--- src/hdl/tem_pkg.sv ---
package tem_pkg;

  localparam int unsigned ELEV_W     = 18;
  localparam int unsigned ANGLE_W    = 17;
  localparam int unsigned DIVISOR_W  = 31;
  localparam int unsigned FACTOR_W   = 22;
  localparam int unsigned ROOT_W     = 32;
  localparam int unsigned SIN2_W     = 61;
  localparam int unsigned CSQ_W      = 62;
  localparam int unsigned OUT_FRAC_BITS_DEF = 16;

  localparam logic [FACTOR_W-1:0]  FACTOR_MAX = '1;
  localparam logic [DIVISOR_W-1:0] DRY_RESET  = 31'd1074829207;
  localparam logic [DIVISOR_W-1:0] WET_RESET  = 31'd1074044849;

  localparam logic [17:0] QUARTER_TURN = 18'd92160;
  localparam logic [17:0] HALF_TURN    = 18'd184320;

  // degrees (Q.10) to radians (Q.30): a * K >> 32, K split into a 23-bit high and a 24-bit low part for two products
  localparam logic [46:0] RAD_PER_DEG = 47'd78602641689205;
  localparam logic [22:0] RAD_HI      = 23'(RAD_PER_DEG >> 24);
  localparam logic [23:0] RAD_LO      = 24'(RAD_PER_DEG & 47'hFFFFFF);

  localparam logic [30:0] Q30_ONE = 31'h4000_0000;

  localparam int unsigned TERMS = 8;

  // Taylor divisors 2k(2k+1), k = 8 down to 1, and floor(2^32 / divisor)
  localparam logic [8:0] DV_TAB [TERMS] = '{
    9'd272, 9'd210, 9'd156, 9'd110, 9'd72, 9'd42, 9'd20, 9'd6};
  localparam logic [29:0] RECIP_TAB [TERMS] = '{
    30'((64'd1 << 32) / 64'd272), 30'((64'd1 << 32) / 64'd210),
    30'((64'd1 << 32) / 64'd156), 30'((64'd1 << 32) / 64'd110),
    30'((64'd1 << 32) / 64'd72),  30'((64'd1 << 32) / 64'd42),
    30'((64'd1 << 32) / 64'd20),  30'((64'd1 << 32) / 64'd6)};

  typedef enum logic {
    REG_DRY = 1'b0,
    REG_WET = 1'b1
  } reg_idx_e;

  typedef struct packed {
    logic vld;
    logic bh;
  } ctl_t;

  typedef struct packed {
    logic                sat;
    logic                bh;
    logic [FACTOR_W-1:0] wet;
    logic [FACTOR_W-1:0] dry;
  } res_t;

endpackage

--- src/hdl/tem_div.sv ---
module tem_div #(
  parameter int unsigned OUT_FRAC_BITS = tem_pkg::OUT_FRAC_BITS_DEF
) (
  input  logic                             clk_i,
  input  logic                             rst_ni,
  input  logic                             en_i,
  input  tem_pkg::ctl_t                    ctl_i,
  input  logic [tem_pkg::DIVISOR_W-1:0]    divisor_i,
  input  logic [tem_pkg::ROOT_W-1:0]       root_i,
  input  logic                             sat_i,
  output tem_pkg::ctl_t                    ctl_o,
  output logic [tem_pkg::FACTOR_W-1:0]     factor_o,
  output logic                             sat_o
);

  localparam int unsigned FW    = tem_pkg::FACTOR_W;
  localparam int unsigned NUM_W = tem_pkg::DIVISOR_W + OUT_FRAC_BITS;
  localparam int unsigned LIM_W = tem_pkg::ROOT_W + FW;
  localparam int unsigned DW    = (NUM_W > LIM_W) ? NUM_W : LIM_W;

  logic [DW-1:0] num;
  logic [DW-1:0] lim;
  assign num = DW'(divisor_i) << OUT_FRAC_BITS;
  assign lim = DW'(root_i) << FW;

  tem_pkg::ctl_t c0_q;
  logic [DW-1:0] rem0_q;
  logic [tem_pkg::ROOT_W-1:0] r0_q;
  logic          sat0_q;

  always_ff @(posedge clk_i or negedge rst_ni) begin
    if (!rst_ni) begin
      c0_q <= '0;
    end else if (en_i) begin
      c0_q <= ctl_i;
    end
  end

  // quotient past the field (or zero root) saturates
  always_ff @(posedge clk_i) begin
    if (en_i) begin
      rem0_q <= num;
      r0_q   <= root_i;
      sat0_q <= sat_i | (num >= lim);
    end
  end

  logic [DW-1:0]              st_rem [FW+1];
  logic [tem_pkg::ROOT_W-1:0] st_r   [FW+1];
  logic [FW-1:0]              st_q   [FW+1];
  logic                       st_sat [FW+1];
  tem_pkg::ctl_t              st_c   [FW+1];

  assign st_rem[0] = rem0_q;
  assign st_r[0]   = r0_q;
  assign st_q[0]   = '0;
  assign st_sat[0] = sat0_q;
  assign st_c[0]   = c0_q;

  for (genvar j = 0; j < FW; j++) begin : g_bit
    localparam int unsigned I = FW - 1 - j;
    tem_pkg::ctl_t c_q;
    logic [DW-1:0] rem_q;
    logic [tem_pkg::ROOT_W-1:0] r_q;
    logic [FW-1:0] q_q;
    logic          sat_q;
    logic [DW-1:0] trial;
    logic          take;

    assign trial = DW'(st_r[j]) << I;
    assign take  = (st_rem[j] >= trial);

    always_ff @(posedge clk_i or negedge rst_ni) begin
      if (!rst_ni) begin
        c_q <= '0;
      end else if (en_i) begin
        c_q <= st_c[j];
      end
    end

    always_ff @(posedge clk_i) begin
      if (en_i) begin
        rem_q <= take ? st_rem[j] - trial : st_rem[j];
        r_q   <= st_r[j];
        q_q   <= take ? st_q[j] | (FW'(1) << I) : st_q[j];
        sat_q <= st_sat[j];
      end
    end

    assign st_rem[j+1] = rem_q;
    assign st_r[j+1]   = r_q;
    assign st_q[j+1]   = q_q;
    assign st_sat[j+1] = sat_q;
    assign st_c[j+1]   = c_q;
  end

  assign ctl_o    = st_c[FW];
  assign factor_o = st_sat[FW] ? tem_pkg::FACTOR_MAX : st_q[FW];
  assign sat_o    = st_sat[FW];

endmodule
--- config.mk ---
export PLATFORM = sky130hd
export DESIGN_NAME = tem_div
export DESIGN_NICKNAME = d
export VERILOG_FILES = /design/src/hdl/tem_pkg.sv /design/src/hdl/tem_div.sv
export SDC_FILE = /design/constraint.sdc
export NUM_CORES = 2
export LEC_CHECK = 0
export BUFFER_PORTS_ARGS = -buffer_cell sky130_fd_sc_hd__buf_2
export CAP_MARGIN = 10
export CORE_ASPECT_RATIO = 0.6
export CORE_MARGIN = 2
export CORE_UTILIZATION = 50
export CTS_CLUSTER_SIZE = 10
export DETAILED_ROUTE_END_ITERATION = 16
export PLACE_DENSITY = 0.68
export SYNTH_ARGS = -nofsm -noshare
export SYNTH_HDL_FRONTEND = slang
export SYNTH_SLANG_ARGS = --single-unit
--- constraint.sdc ---
create_clock -name clk_i -period 3.9 [get_ports clk_i]
set_input_delay 0.585 -clock clk_i [delete_from_list [all_inputs] [get_ports clk_i]]
set_output_delay 0.585 -clock clk_i [all_outputs]
set_load 0.01 [all_outputs]
---- Word level (Yosys, flattened, before mapping) ----
Index checks and enable logic that the tools add are counted.
word-level totals
  register bits after elaboration ......... 2422
  latch bits .............................. 0
  RAM bits ................................ 0
  ROM bits ................................ 0
  input port bits ......................... 69
  output and inout port bits .............. 25
  logic and storage cells ................. 225
  memories kept ........................... 0
operators by class
  $add $sub $neg .......................... 21
  multipliers ............................. 0
  div/mod/pow operators ................... 0
  order comparisons ....................... 23
  eq/ne operators ......................... 0
  shifts and indexed selects .............. 0
  multiplexer cells ....................... 23
  bitwise logic cells ..................... 1
  reduce and logical (&&, ||, !) cells .... 0
operator list
  kind                                                            number
  54-bit two-way mux                                              20
  47-bit by 54-bit greater-or-equal comparator with 1-bit output  1
  54-bit by 32-bit greater-or-equal comparator with 1-bit output  1
  54-bit by 33-bit greater-or-equal comparator with 1-bit output  1
  54-bit by 34-bit greater-or-equal comparator with 1-bit output  1
  54-bit by 35-bit greater-or-equal comparator with 1-bit output  1
  54-bit by 36-bit greater-or-equal comparator with 1-bit output  1
  54-bit by 37-bit greater-or-equal comparator with 1-bit output  1
  54-bit by 38-bit greater-or-equal comparator with 1-bit output  1
  54-bit by 39-bit greater-or-equal comparator with 1-bit output  1
  54-bit by 40-bit greater-or-equal comparator with 1-bit output  1
  54-bit by 41-bit greater-or-equal comparator with 1-bit output  1
  54-bit by 42-bit greater-or-equal comparator with 1-bit output  1
  54-bit by 43-bit greater-or-equal comparator with 1-bit output  1
  54-bit by 44-bit greater-or-equal comparator with 1-bit output  1
  54-bit by 45-bit greater-or-equal comparator with 1-bit output  1
  54-bit by 46-bit greater-or-equal comparator with 1-bit output  1
  54-bit by 47-bit greater-or-equal comparator with 1-bit output  1
  54-bit by 48-bit greater-or-equal comparator with 1-bit output  1
  54-bit by 49-bit greater-or-equal comparator with 1-bit output  1
  54-bit by 50-bit greater-or-equal comparator with 1-bit output  1
  54-bit by 51-bit greater-or-equal comparator with 1-bit output  1
  54-bit by 52-bit greater-or-equal comparator with 1-bit output  1
  47-bit by 53-bit subtractor with 54-bit output                  1
  24 further kinds                                                25

---- Logic depth before layout (Yosys ltp) ----
  depth after elaboration ................. 2
  gate-level depth with buffers ........... 17
  mapped depth without buffers ............ 15

---- Worst setup path after synthesis ----
Ideal clock, no wire load.
  kind .................................... register to register
  start point ............................. register g_bit[2].rem_q[18]
  end point ............................... register g_bit[3].rem_q[42], data pin
  library setup time ...................... 0.270 ns
  arrival time ............................ 3.357 ns
  slack ................................... 0.273 ns
  cell stages (with the launch flop) ...... 18
  path buffers ............................ 2
  clock period less this slack ............ 3.627 ns
  path through ............................ edfxtp_1 > inv_1 > ha_1 > inv_1 > fa_1 > a21o_1 > a221oi_1 > a21oi_1 > o31ai_1 > o211ai_1 > a31oi_1 > o21ai_1 > nor2_1 > buf_2 > inv_1 > clkbuf_1 > nor2_1 > a21oi_1
between the ends
  cells in the longest elaborated chain, start to end .. 2
ends and longest elaborated chain
  what                                                                                                                                     RTL line                      text
  start: declaration                                                                                                                       tem_div.sv:63                 logic [DW-1:0] rem_q;
  start signal: assignment                                                                                                                 tem_div.sv:83                 rem_q <= take ? st_rem[j] - trial : st_rem[j];
  54-bit by 50-bit subtractor with 54-bit output / 54-bit by 50-bit greater-or-equal comparator with 1-bit output (equally long branches)  tem_div.sv:83, tem_div.sv:71
  54-bit two-way mux (*)                                                                                                                   tem_div.sv:83
  end signal: assignment                                                                                                                   tem_div.sv:83
  end: declaration                                                                                                                         tem_div.sv:63
Every way passes the cells marked *; elsewhere a longest branch is shown, timed or not.
A chain may end at the register's enable or synchronous reset.

---- Worst setup path in the final report ----
  start point ............................. register g_bit[2].rem_q[18]
  end point ............................... register g_bit[3].rem_q[19], data pin
Same word-level chain as after synthesis.

==> metrics.md <==
| Metric | Value |
|---|---|
| Leak Pwr | 0.05436 µW |
| CTS max path bufs | 4 |
| Routed Antenna Nets | 0 |
| Final hold violations | 0 |
| R2r setup slk | -0.18 ns |
| Synth Cell Area | 110900 µm² |
| Cells after DPL | 14080 |
| CP Data Arrival Time | 4.73 ns |
| Max VDD drop | 0.4341 mV |
| #FFs+latches synth | 1975 |
| Final period util | 1.045 |
| Yosys top cell area share | 0.5223 |
| Final Non-Filler Cells | 14490 |
| Multi-input gate area | 49970 µm² |
| Layout area overhead | 20.52% |
| Kind of critical path | reg2reg |
| Initial antenna violation count | 10 |
| Synthesized instance count | 10120 |
| Slew @ Worst Pin | 1.381 ns |
| Skew final | 0.09144 ns |
| Fmax | 245.3 MHz |
| Fin worst setup slack | -0.1764 ns |
| Congestion Overflow GR | 0 |
| # clock sinks | 1975 |
| Power Dens Cells | 733.2 nW/µm² |
| Hold crit path type | in2reg |
| Finished Cell Area | 133700 µm² |
| Synth area leader | edfxtp_1 |
| Ys flop type | edfxtp_1 |
| Detailed Route Iter0 Violations | 11350 |
| Slowest CP cell | edfxtp_1 |
| Gr usage total | 0.2933 |
| Avg Inst Size Synth | 10.96 µm² |
| Status | finished with violations |
| PortBufs | 93 |
| Share of post-route cells with drive strength above 1 | 0.1927 |
| # diodes | 0 |
| YS warnings | 0 |
| Sequential Power Share | 0.339 |
| Core area | 219800 µm² |
| Unrepaired setup endpoints after global routing | true |
| Max_slew headroom | 0.06972 |
| Hold Path Stages | 1 |
| Logic gate share of total power | 0.471 |
| TritonRoute pass-1 iters | 7 |
| Placed cell areas | 123600 µm² |
| Num CTS Buffers | 225 |
| Synth unique cells | 95 |
| Seq. cell area | 59080 µm² |
| Die area | 225700 µm² |
| Final-report max-slew violation count | 0 |
| Row count | 133 |
| Mapped Nets | 10930 |
| Clock Power Share | 0.191 |
| Most frequent cells after synthesis | 1929 x edfxtp_1, 909 x inv_1, 886 x a21oi_1 |
| Vias/cell | 5.997 |
| First-pass GRT wire length | 500500 µm |
| Critical Path Source Type | flop |
| Final #Nets | 12290 |
| Routed length per placed instance | 23.79 µm |
| Max_cap viols | 0 |
| Count leader, synth | edfxtp_1 |
| DRC violations left | 0 |
| Final setup fails | 35 |
| Chip height | 368.8 µm |
| CP peak stage delay | 0.41 ns |
| H-tree depth | 4 |
| Switch share | 0.3883 |
| Largest net degree at the start of global routing | 143 |
| Routability Congestion | 1.008 |
| Seq/Total Area, Yosys | 0.5327 |
| DIE WIDTH | 612 µm |
| Clk slew on worst S/H paths | 0.06 ns |
| Initial Util | 0.5045 |
| Vias in the first global route | 78080 |
| CP Max Fanout | 4 |
| I/O pin cnt | 94 |
| Ys async rst share | 0.02329 |
| Total wire length | 344800 µm |
| CP Cell Sequence | inv_2, ha_4, inv_2, fa_2, a21o_1, a221oi_4, a21oi_4, o31ai_4, buf_4, o211ai_1, a31oi_1, buf_4, o21ai_4, nor2_4, buf_12, buf_12, mux2_4 |
| DR vias | 86910 |
| Failing checks | setup timing |
| Root buffer cell | clkbuf_16 |
| DP Wirelength | 259600 µm |
| Later-pin clock latency in the skew report | 0.90 ns |
| Post-layout util | 0.6080 |
| Net Sw Power | 38050 µW |
| Critical Path End Type | flop |
| # fillers | 17650 |
| Final worst path period need | 4.076 ns |
| Post-placement setup slack | -0.7659 ns |
| Post-route setup TNS | -2.608 ns |
| Critical Path RT | 4.55 ns |
| CTS tree | done |
| Int Power | 59950 µW |
| Worst R2R Path Depth | 17 |
| Number of synthesized flops with an enable pin | 1929 |
| Area contributors post-synth | edfxtp_1 52%, ha_1 8.1%, a21oi_1 4.0%, xnor2_1 3.6%, inv_1 3.1% |
critical path, delay by kind of cell, from the launching register on:
family          cells  cell delay [ns]
simple gates        1             0.11
compound gates      7             1.64
mux                 1             0.30
flops               1             0.41
buf+inv             6             0.84
fa+ha+maj           2             0.48
final timing paths:
| check | from | to |
|---|---|---|
| worst max-delay path | g_bit[2].rem_q[18]$_DFFE_PP_ | g_bit[3].rem_q[19]$_DFFE_PP_ |
| worst min-delay path | en_i | g_bit[12].rem_q[30]$_DFFE_PP_ |
| worst max register to register | g_bit[2].rem_q[18]$_DFFE_PP_ | g_bit[3].rem_q[19]$_DFFE_PP_ |
| worst min register to register | g_bit[8].q_q[19]$_DFFE_PP_ | g_bit[9].q_q[19]$_DFFE_PP_ |
| max in group asynchronous | rst_ni | g_bit[13].c_q[0]$_DFFE_PN0P_ |
| min in group asynchronous | rst_ni | ctl_o[1]$_DFFE_PN0P_ |
state kept, by name, indices dropped and copies added, names as in the netlist:
name         cells
c0_q             2
ctl_o            2
g_bit.c_q       42
g_bit.q_q      253
g_bit.r_q      672
g_bit.rem_q    918
g_bit.sat_q     21
r0_q            32
rem0_q          31
sat0_q           1
sat_o            1
kinds of logic after synthesis:
group | synth area share
flip-flops | 0.5327
buffers and inverters | 0.04085
multiplexers | 0.01669
XOR/XNOR | 0.06223
AO/OA/AOI/OAI | 0.1482
AND/OR/NAND/NOR | 0.1141
adder cells (fa/ha/maj) | 0.08525
metal layers:
layer  track usage  part of all wire
met5             0          0.000078
met4       0.03817             0.011
met3        0.1541              0.18
met2        0.2825              0.30
met1        0.5202              0.51
placed cells by master (no fill, tap or decap), types with 372 or more instances in the layout:
master and count:
nor2_1 603, buf_4 1167, o21ai_0 575, ha_1 705, a21o_1 372, nand2_1 762, edfxtp_1 1929, xnor2_1 457
a21oi_1 848, inv_1 902
area by class of cell:
class / instances / area share
flip-flops and latches: 1975 / 0.4420
multi-input cells: 6951 / 0.3739
repair buffers: 1417 / 0.08634
clock buffers: 258 / 0.04337
well taps: 2970 / 0.02780
inverters: 912 / 0.02577
clock inverters: 9 / 0.0008144
stage by stage:
step	hold WS (ns)	power, µW
CTS	0.1523	95040
detailed placement	0.4045	75060
global route	0.1656	103000
global placement	0.4002	74210
floorplan	0.2894	58350
finish	0.2138	98000
power by group through the flow:
stage / sequential [µW] / clock [µW] / combinational (µW)
3_5_place_dp: 33300 / 0 / 41700
4_1_cts: 33100 / 19100 / 42900
6_report: 33200 / 18700 / 46100
3_3_place_gp: 33300 / 0 / 40900
2_1_floorplan: 32200 / 0 / 26200
5_1_grt: 33700 / 19800 / 49400
what timing repair did:
item                                    in CTS  in global routing
hold buffers                                67                  0
gates resized for setup                    228                378
pin swaps                                   44                109
endpoints found under the hold margin      112                  0
buffers inserted                            27                 52
cloned                                       4                  5
endpoints found under the setup margin     428                562
Note: power is estimated with default switching activity, not from simulation.
